### config.mk
export PLATFORM = sky130hd
export DESIGN_NAME = sdc_queue
export DESIGN_NICKNAME = d
export VERILOG_FILES = /design/src/rtl/subspace_distance_classifier_top_assert.svh /design/src/rtl/sdc_queue.sv
export SDC_FILE = /design/constraint.sdc
export NUM_CORES = 1
export LEC_CHECK = 0
export BUFFER_PORTS_ARGS = -buffer_cell sky130_fd_sc_hd__buf_2
export CAP_MARGIN = 20
export CORE_MARGIN = 1.5
export CORE_UTILIZATION = 45
export CTS_CLUSTER_DIAMETER = 40
export CTS_CLUSTER_SIZE = 40
export DETAILED_ROUTE_END_ITERATION = 10
export PLACE_DENSITY = 0.7
export SYNTH_ARGS = -nofsm -noshare
export SYNTH_HDL_FRONTEND = slang
export SYNTH_SLANG_ARGS = --single-unit
export TNS_END_PERCENT = 5
### constraint.sdc
create_clock -name clk -period 3.7 [get_ports clk]
set_input_delay 0.185 -clock clk [delete_from_list [all_inputs] [get_ports clk]]
set_output_delay 0.185 -clock clk [all_outputs]
set_load 0.005 [all_outputs]
### src/rtl/subspace_distance_classifier_top_assert.svh
// assertion macros shared by the rtl
`ifndef SUBSPACE_DISTANCE_CLASSIFIER_TOP_ASSERT_SVH
`define SUBSPACE_DISTANCE_CLASSIFIER_TOP_ASSERT_SVH

// same-cycle implication
`define SDC_ASSERT_NOW(lbl, ck, rn, ante, cons, msg) \
    lbl: assert property (@(posedge ck) disable iff (!rn) (ante) |-> (cons)) \
        else $error(msg);

// next-cycle implication
`define SDC_ASSERT_NEXT(lbl, ck, rn, ante, cons, msg) \
    lbl: assert property (@(posedge ck) disable iff (!rn) (ante) |=> (cons)) \
        else $error(msg);

`endif

### src/rtl/sdc_queue.sv
module sdc_queue #(
    parameter int WIDTH = 32,
    parameter int DEPTH = 2
) (
    input  logic             clk,
    input  logic             rst_n,
    input  logic             push,
    input  logic [WIDTH-1:0] wdata,
    input  logic             pop,
    output logic [WIDTH-1:0] rdata,
    output logic             empty,
    output logic             full
);
    localparam int PTR_W = (DEPTH > 1) ? $clog2(DEPTH) : 1;
    localparam int CNT_W = $clog2(DEPTH + 1);

    logic [WIDTH-1:0] mem_reg [DEPTH];
    logic [PTR_W-1:0] wp_reg, rp_reg;
    logic [CNT_W-1:0] cnt_reg;

    function automatic logic [PTR_W-1:0] bump(input logic [PTR_W-1:0] p);
        bump = (32'(p) == DEPTH - 1) ? '0 : p + 1'b1;
    endfunction

    assign empty = (cnt_reg == '0);
    assign full  = (cnt_reg == CNT_W'(DEPTH));
    assign rdata = mem_reg[rp_reg];

    always_ff @(posedge clk)
    begin
        if (push)
        begin
            mem_reg[wp_reg] <= wdata;
        end
    end

    always_ff @(posedge clk or negedge rst_n)
    begin
        if (!rst_n)
        begin
            wp_reg  <= '0;
            rp_reg  <= '0;
            cnt_reg <= '0;
        end
        else
        begin
            if (push)
            begin
                wp_reg <= bump(wp_reg);
            end
            if (pop)
            begin
                rp_reg <= bump(rp_reg);
            end
            if (push && !pop)
            begin
                cnt_reg <= cnt_reg + 1'b1;
            end
            else if (pop && !push)
            begin
                cnt_reg <= cnt_reg - 1'b1;
            end
        end
    end
endmodule

==> results.ini, run 1 <==
[clock_tree]
postCtsHoldBufs = 1
cts_max_level = 3
clk_pin_slew_ns = 0.06
clock_latency_ns = 0.33
cts-root-buf = clkbuf_8
postCtsSetupBuffers = 0
cts.repair.resized = 0
cts_buffers = 9
cts_sinks = 68
cts_buffer_depth = 2
cts_tree = done

[worst_setup_path]
reg2reg_slack_ns = 2.14
reg2reg_from = wp_reg
worst_ep_required_time_ns = 3.51
critPathLaunchType = register
worst_setup_path_end_kind = primary output
cp_max_fo = 33
arrival_ns = 1.91
r2r-end = mem_reg[0][13]
rr_worst_depth = 1
worstSetupPathType = register to primary output

[synth]
synth_top_area_cell = edfxtp_1
synth_fa_ha_area_share_pct = 0.4724
avgSynthCellArea_sq_um = 22.83
syn-num-nets = 153
synth_top_family_by_area = multiplexers
synthXorXnorAreaFrac_pct = 1.653
ys_warn_count = 0
async_flop_share_pct = 5.882
synth-seq-cells = 68
synth-edff-count = 64
synth_compound_area_share_pct = 0
syn_area_sq_um = 2649
synthMuxAreaShare_pct = 17.71
yosysMostFrequentCell = edfxtp_1
syn-instance-count = 116
netlist.area_leader.share_pct = 72.56
synthTopCellsByCount = edfxtp_1, mux2_4, dfrtp_1, xor2_1
seq_area_frac_synth_pct = 76.33
synth-simple-area-share_pct = 0.9920
ys_types = 13
yosys-top-cells-area = edfxtp_1, mux2_4, dfrtp_1
ys.flop_type = edfxtp_1

[final_layout]
nFillCells = 470
final_cell_count_no_fill = 271
final_cell_area_sq_um = 3211
syn_to_final_growth_pct = 21.21
layout-drive-gt1-share_pct = 58.29
largest_reg_flops = 64
num-nets-final = 231
n_antenna_cell = 0

[routing]
first_pass_iters = 4
drcViolationCount = 0
vias = 1280
via_per_inst = 4.723
wl_microns = 4038
wl_per_cell_microns = 14.90
drtAntennaViolNets = 0
drtIter0Drc = 51

[power_and_ir_drop]
ir_worst_vdd_v = 0.0004874
finalPower_mw = 2.289
p_leak_nw = 1.316
p_per_area_nw_per_um2 = 712.9

[grt]
grt_pass1_wl_microns = 6216
grt_antenna_before_repair = 0
grt_overflow = 0
grt_pass1_vias = 1366
grt_max_degree = 34
grtUsageTotal_pct = 13.65

[floorplan]
die-area_sq_um = 6355
num_io_pins = 70
rows = 27
die_h_microns = 79.72
core_region_area_sq_um = 5608
start_util_pct = 47.23
chipWidth_microns = 79.72

[timing]
min_period_ns = 2.095
max-slew-margin-rel_pct = 33.31
finClkSkew_ns = 0.003752
fin_tns_setup_ns = 0
setup_viol = 0
finalHoldViolCount = 0
post-route-period-util_pct = 56.62
slew_violations = 0
setup_ws_ns = 1.605
worst_pin_slew_ns = 1.000
grt_setup_unrepaired = false
fmax_mhz = 477.3

[place]
gp_routability_congestion = 0.7331
dp.cells = 254
io_buffer_count = 69
post-place-ws_ns = 1.925
postPlaceCellArea_sq_um = 3029

[min_path]
min-delay-start = pop
holdCritPathClass = input port to register
holdPathEnd = rp_reg
hold_depth = 2

[status]
status = completed

[job]
maxCapViolCount = 0

[kinds of logic (layout without fill, tap and decap cells)]
group                    after synthesis  after routing
XOR/XNOR                               5              5
adder cells (fa/ha/maj)                1              1
buffers and inverters                  5             88
flip-flops                            68             68
multiplexers                          32             32
AND/OR/NAND/NOR                        5              5
[power breakdown]
| group | internal (mW) | switching, mW |
|---|---|---|
| combinational | 0.391 | 0.210 |
| sequential | 1.03 | 0.145 |
| clock | 0.277 | 0.238 |
[routing by layer]
metal	track usage, %	vias to the layer above	share of wire, %
li1	-	602	-
met1	15.63	613	40
met5	0	-	0
met4	7.895	0	2.1
met3	4.114	9	8.1
met2	22.63	56	49
[how the worst max path moves through the flow]
stage	start	endpoint	slack [ns]	cells past startpoint
final	rp_reg	rdata[11]	1.61	2
after global routing	rp_reg	rdata[11]	1.50	2
after CTS	rp_reg	rdata[11]	1.56	2
after detailed placement	rp_reg	rdata[11]	1.92	2
after global placement	rp_reg	rdata[11]	1.96	2
after floorplan	wp_reg	mem_reg[0][0]	1.43	1
[worst max-delay path, stage by stage, from the launching register on]
cell     delay, ns
dfrtp_2       1.03
mux2_2        0.42
buf_2         0.13
[through the flow]
stage,util [%],hold slack [ns]
finish,57.25,0.04075
CTS,57.25,0.02691
detailed placement,54.02,-0.005704
global route,57.25,0.02845
global placement,54.02,-0.01027
floorplan,-,-0.1106
[cells in the final DEF (no fill, tap or decap)]
cell type	synthesis	layout
nor2b_4	0	1
buf_2	0	69
inv_1	1	1
clkbuf_8	0	11
nor2b_1	2	1
buf_4	0	1
edfxtp_1	64	64
and2_1	1	1
ha_1	1	1
xnor2_1	1	1
dfrtp_2	0	1
dlygate4sd3_1	0	1
clkinv_2	0	1
mux2_4	29	29
clkbuf_1	0	3
mux2_2	3	3
dfrtp_1	4	3
xor2_1	4	4
clkinv_1	0	1
nor2_1	2	2
[area by class of cell]
type / count / area, sq um / share of cell area (%)
Sequential cell: 68 / 2023 / 63.02
Multi-Input combinational cell: 43 / 559.3 / 17.42
Timing Repair Buffer: 71 / 362.8 / 11.30
Clock buffer: 14 / 162.7 / 5.066
Tap cell: 72 / 90.09 / 2.806
Clock inverter: 2 / 8.758 / 0.2728
Inverter: 1 / 3.754 / 0.1169
(Power assumes the default switching activity.)
==> inputs of run 2 (changes only) <==
--- a/config.mk
+++ b/config.mk
@@ -12,7 +12,7 @@
 export CTS_CLUSTER_DIAMETER = 40
 export CTS_CLUSTER_SIZE = 40
 export DETAILED_ROUTE_END_ITERATION = 10
-export PLACE_DENSITY = 0.7
+export PLACE_DENSITY = 0.73
 export SYNTH_ARGS = -nofsm -noshare
 export SYNTH_HDL_FRONTEND = slang
 export SYNTH_SLANG_ARGS = --single-unit
==> constraint.sdc (replaced) <==
create_clock -name clk -period 1.9 [get_ports clk]
set_input_delay 0.095 -clock clk [delete_from_list [all_inputs] [get_ports clk]]
set_output_delay 0.095 -clock clk [all_outputs]
set_load 0.005 [all_outputs]
==> results.ini, run 2 (same netlist as run 1, synthesis figures left out) <==
[timing]
setup_viol = 0  ; unchanged
whs_ns = 0.09869  ; +0.05794 ns
setup_ws_ns = 0.2337  ; -1.371 ns
finClkSkew_ns = 0.007754  ; +0.004002 ns
post-route-period-util_pct = 87.70
finalHoldViolCount = 0  ; unchanged
min_period_ns = 1.666
worst_pin_slew_ns = 0.4552  ; -0.5452 ns
slew_violations = 0  ; unchanged
grt_setup_unrepaired = false
fin_tns_setup_ns = 0  ; unchanged
fmax_mhz = 600.1
max-slew-margin-rel_pct = 69.59  ; +36 points

[routing]
wl_microns = 4531  ; +12%
drcViolationCount = 0  ; unchanged
vias = 1413  ; +10%
first_pass_iters = 4  ; unchanged
drtIter0Drc = 78  ; +53%
wl_per_cell_microns = 14.66  ; -1.6%
via_per_inst = 4.573  ; -3.2%
drtAntennaViolNets = 0  ; unchanged

[min_path]
holdCritPathClass = input port to async pin

[clock_tree]
cts.repair.resized = 0  ; unchanged
postCtsSetupBuffers = 0  ; unchanged
cts_max_level = 3  ; unchanged
cts_buffers = 9  ; unchanged
cts_sinks = 68  ; unchanged
clock_latency_ns = 0.33  ; about the same
clk_pin_slew_ns = 0.07  ; about the same
postCtsHoldBufs = 35  ; +34
cts-root-buf = clkbuf_8
cts_buffer_depth = 2  ; unchanged
cts_tree = done

[worst_setup_path]
crit_buf_inv = 2  ; +1
cp_slowest_stage_delay_ns = 0.38  ; -0.65 ns
cp_max_fo = 22  ; -33%
crit_start = rp_reg
worst_setup_path_end_kind = primary output
reg2reg_from = wp_reg
critPathLaunchType = register
path_delay_family = buffers and inverters
cp_slowest_cell = mux2_2
crit_chain = buf_4 -> mux2_2 -> buf_2
worst_ep_required_time_ns = 1.80  ; -1.71 ns
worstSetupPathType = register to primary output
arrival_ns = 1.57  ; -0.34 ns

[final_layout]
layout-drive-gt1-share_pct = 50.63  ; -7.7 points
nFillCells = 435  ; -7.4%
most-common-layout-cells = buf_2, edfxtp_1, dlygate4sd3_1
final_cell_count_no_fill = 309  ; +14%
largest_reg_flops = 64  ; unchanged
num-nets-final = 269  ; +16%
n_antenna_cell = 0  ; unchanged
syn_to_final_growth_pct = 36.04
finish.utilization_pct = 64.26  ; +7.0 points
layout_commonest_cell = buf_2

[grt]
grt_antenna_before_repair = 0  ; unchanged
grt_max_degree = 23  ; -32%
grt_pass1_wl_microns = 7065  ; +14%
grt_overflow = 0  ; unchanged
grtUsageTotal_pct = 15.96  ; +2.3 points
grt_pass1_vias = 1473  ; +7.8%

[floorplan]
chipWidth_microns = 79.72  ; unchanged
die-area_sq_um = 6355  ; unchanged
core_region_area_sq_um = 5608  ; unchanged
die_h_microns = 79.72  ; unchanged
start_util_pct = 47.23  ; unchanged
num_io_pins = 70  ; unchanged
rows = 27  ; unchanged

[place]
post-place-ws_ns = 0.5417  ; -1.383 ns
dp.cells = 258  ; +1.6%
gp_routability_congestion = 0.6511  ; -11%
io_buffer_count = 69  ; unchanged
dpl.hpwl_microns = 2886

[power_and_ir_drop]
seq_power_share_pct = 45.3  ; -5.9 points
p_per_area_nw_per_um2 = 1291  ; +81%
p_leak_nw = 1.483  ; +13%
ir_worst_vdd_v = 0.0008306  ; +70%
swShare_pct = 26.33  ; +0.41 points
power.switching_mw = 1.225  ; +110%
pwr-share-clk_pct = 23.1  ; +0.6 points
p_int_mw = 3.428  ; +100%
p_comb_share_pct = 31.6  ; +5.3 points

[job]
maxCapViolCount = 0  ; unchanged

[status]
status = completed

## run 2: area by class of cell
class	count	area, sq um	area share (%)
repair buffers	109	745.7	20.69
multi-input cells	43	559.3	15.52
clock inverters	7	57.56	1.597
clock buffers	9	123.9	3.438
inverters	1	3.754	0.1042
well taps	72	90.09	2.500
flip-flops and latches	68	2023	56.15
## run 2: per-stage QoR
step                      instance area, sq um  power [mW]
final                                     3603       4.653
after global routing                      3603       4.905
after CTS                                 3603       4.704
after detailed placement                  3072       3.570
after global placement                    3072       3.506
after floorplan                           2651       3.164
## run 2: final timing paths
kind                                       end  slack, ns  cells past startpoint
worst max register to register   mem_reg[0][7]       0.54                      2
worst min register to register      cnt_reg[1]       0.49                      1
min in group clk                mem_reg[1][14]       0.48                      2
worst min-delay path                    wp_reg        0.1                      2
worst max-delay path                 rdata[11]       0.23                      3
max in group asynchronous               rp_reg       1.67                      2
## run 2: power by group through the flow
stage	logic (mW)	clock network (mW)	registers [mW]
6_report	1.47	1.08	2.11
5_1_grt	1.59	1.18	2.13
4_1_cts	1.49	1.10	2.11
3_5_place_dp	1.43	0	2.14
3_3_place_gp	1.39	0	2.11
2_1_floorplan	1.06	0	2.11
## run 2: metal layers
metal  GRT usage (%)  wire [microns]
met5               0               0
met4           11.58             120
met3           3.429             226
met2           26.44            2382
met1           18.17            1801
==> inputs of run 3 (changes only) <==
--- a/config.mk
+++ b/config.mk
@@ -8,11 +8,11 @@
 export BUFFER_PORTS_ARGS = -buffer_cell sky130_fd_sc_hd__buf_2
 export CAP_MARGIN = 20
 export CORE_MARGIN = 1.5
-export CORE_UTILIZATION = 45
+export CORE_UTILIZATION = 47
 export CTS_CLUSTER_DIAMETER = 40
 export CTS_CLUSTER_SIZE = 40
 export DETAILED_ROUTE_END_ITERATION = 10
-export PLACE_DENSITY = 0.73
+export PLACE_DENSITY = 0.75
 export SYNTH_ARGS = -nofsm -noshare
 export SYNTH_HDL_FRONTEND = slang
 export SYNTH_SLANG_ARGS = --single-unit
==> results.ini, run 3 (same netlist as run 1, synthesis figures left out) <==
[status]
status = completed

[final_layout]
largest_reg_flops = 64  ; unchanged
n_antenna_cell = 0  ; unchanged
layout-drive-gt1-share_pct = 52.32  ; +1.7 points
syn_to_final_growth_pct = 36.89
final_cell_count_no_fill = 309  ; unchanged
layout_commonest_cell = buf_2
num-nets-final = 269  ; unchanged
most-common-layout-cells = buf_2, edfxtp_1, dlygate4sd3_1

[timing]
slew_violations = 0  ; unchanged
fmax_mhz = 572.0  ; -4.7%
post-route-period-util_pct = 92.01  ; +4.3 points
grt_setup_unrepaired = false
max-slew-margin-rel_pct = 71.94  ; +2.4 points
setup_viol = 0  ; unchanged
finClkSkew_ns = 0.006175  ; -0.001579 ns
fin_tns_setup_ns = 0  ; unchanged
worst_pin_slew_ns = 0.4208  ; -0.03436 ns
min_period_ns = 1.748  ; +0.08184 ns
finalHoldViolCount = 0  ; unchanged

[power_and_ir_drop]
p_per_area_nw_per_um2 = 1310  ; +1.4%
ir_worst_vdd_v = 0.0006154  ; -26%
p_leak_nw = 1.490  ; +0.50%

[floorplan]
rows = 27  ; unchanged
num_io_pins = 70  ; unchanged
die_h_microns = 78.07  ; -2.1%
core_region_area_sq_um = 5473  ; -2.4%
chipWidth_microns = 78.07  ; -2.1%
start_util_pct = 48.40  ; +1.2 points
die-area_sq_um = 6095  ; -4.1%

[routing]
drcViolationCount = 0  ; unchanged
drtAntennaViolNets = 0  ; unchanged
wl_per_cell_microns = 15.13  ; +3.2%
wl_microns = 4674  ; +3.2%
via_per_inst = 4.654  ; +1.8%
first_pass_iters = 4  ; unchanged
drtIter0Drc = 73  ; -6.4%
vias = 1438  ; +1.8%

[grt]
grt_overflow = 0  ; unchanged
grt_antenna_before_repair = 0  ; unchanged
grt_pass1_vias = 1501  ; +1.9%
grtUsageTotal_pct = 16.90  ; +0.94 points
grt_max_degree = 33  ; +43%
grt_pass1_wl_microns = 7341  ; +3.9%

[clock_tree]
cts.repair.resized = 0  ; unchanged
cts_buffers = 9  ; unchanged
cts_max_level = 3  ; unchanged
clk_pin_slew_ns = 0.07  ; about the same
cts_tree = done
cts-root-buf = clkbuf_8
clock_latency_ns = 0.34  ; about the same
cts_buffer_depth = 2  ; unchanged
cts_sinks = 68  ; unchanged
postCtsSetupBuffers = 0  ; unchanged
postCtsHoldBufs = 35  ; unchanged

[place]
dp.cells = 258  ; unchanged
io_buffer_count = 69  ; unchanged
dpl.hpwl_microns = 2994  ; +3.7%
gp_routability_congestion = 0.6561  ; +0.77%

[worst_setup_path]
cp_slowest_stage_delay_ns = 0.62  ; +0.24 ns
worst_ep_required_time_ns = 1.80  ; about the same
critPathLaunchType = register
rr_worst_depth = 2  ; unchanged
worstSetupPathType = register to primary output
cp_max_fo = 12  ; -45%
arrival_ns = 1.65  ; +0.08 ns
r2r-end = mem_reg[0][14]
cp_slowest_cell = dfrtp_2
crit_chain = buf_12 -> mux2_2 -> buf_2
reg2reg_slack_ns = 0.63  ; +0.09 ns
worst_setup_path_end_kind = primary output
reg2reg_from = wp_reg

[min_path]
holdCritPathClass = input port to async pin

[job]
maxCapViolCount = 0  ; unchanged

-- run 3: cell count changes in the layout (fill, tap and decap cells not counted) --
| cell | delta |
|---|---|
| clkinv_1 | -4 |
| clkinv_2 | +2 |
| buf_12 | +1 |
| buf_4 | -1 |
| clkinvlp_4 | +2 |
-- run 3: worst max-delay path by stage --
stage            from  depth (start not counted)            end
6_report       rp_reg                          3      rdata[12]
5_1_grt        rp_reg                          3      rdata[16]
4_1_cts        rp_reg                          3      rdata[11]
3_5_place_dp   rp_reg                          3      rdata[11]
3_3_place_gp   rp_reg                          3      rdata[12]
2_1_floorplan  wp_reg                          1  mem_reg[0][0]
-- run 3: final cells by class --
class / count / area, sq um
Sequential cell: 68 / 2023
Timing Repair Buffer: 109 / 758.2
Clock buffer: 9 / 123.9
Inverter: 1 / 3.754
Tap cell: 72 / 90.09
Fill cell: 391 / 1847
Clock inverter: 7 / 67.56
Multi-Input combinational cell: 43 / 559.3
-- run 3: power by group --
part | internal [mW] | switching, mW | total [mW]
Sequential | 2.00 | 0.180 | 2.18
Combinational | 0.881 | 0.569 | 1.45
Clock | 0.597 | 0.522 | 1.12
Total | 3.48 | 1.27 | 4.75
-- run 3: routing by layer --
layer  track usage (%)  routed length (microns)
met1             18.32                     1780
met2             28.61                     2490
met3             3.837                      225
met4             13.04                      178
met5                 0                        0
-- run 3: worst max-delay path, delay by kind of cell (launching register included) --
family / cells / cell delay [ns]
flops: 1 / 0.62
mux: 1 / 0.34
buf+inv: 2 / 0.34
-- run 3: stage by stage --
stage,power [mW],hold WS [ns],utilization (%),cell area (sq um),worst slack [ns]
after floorplan,3.164,-0.2006,-,2651,0.2373
after global placement,3.554,-0.09654,56.36,3084,0.5431
after detailed placement,3.611,-0.09345,56.36,3084,0.5197
after CTS,4.790,0.06691,66.26,3626,0.1379
after global routing,4.970,0.07362,66.26,3626,0.06911
final,4.748,0.08317,66.26,3626,0.1519
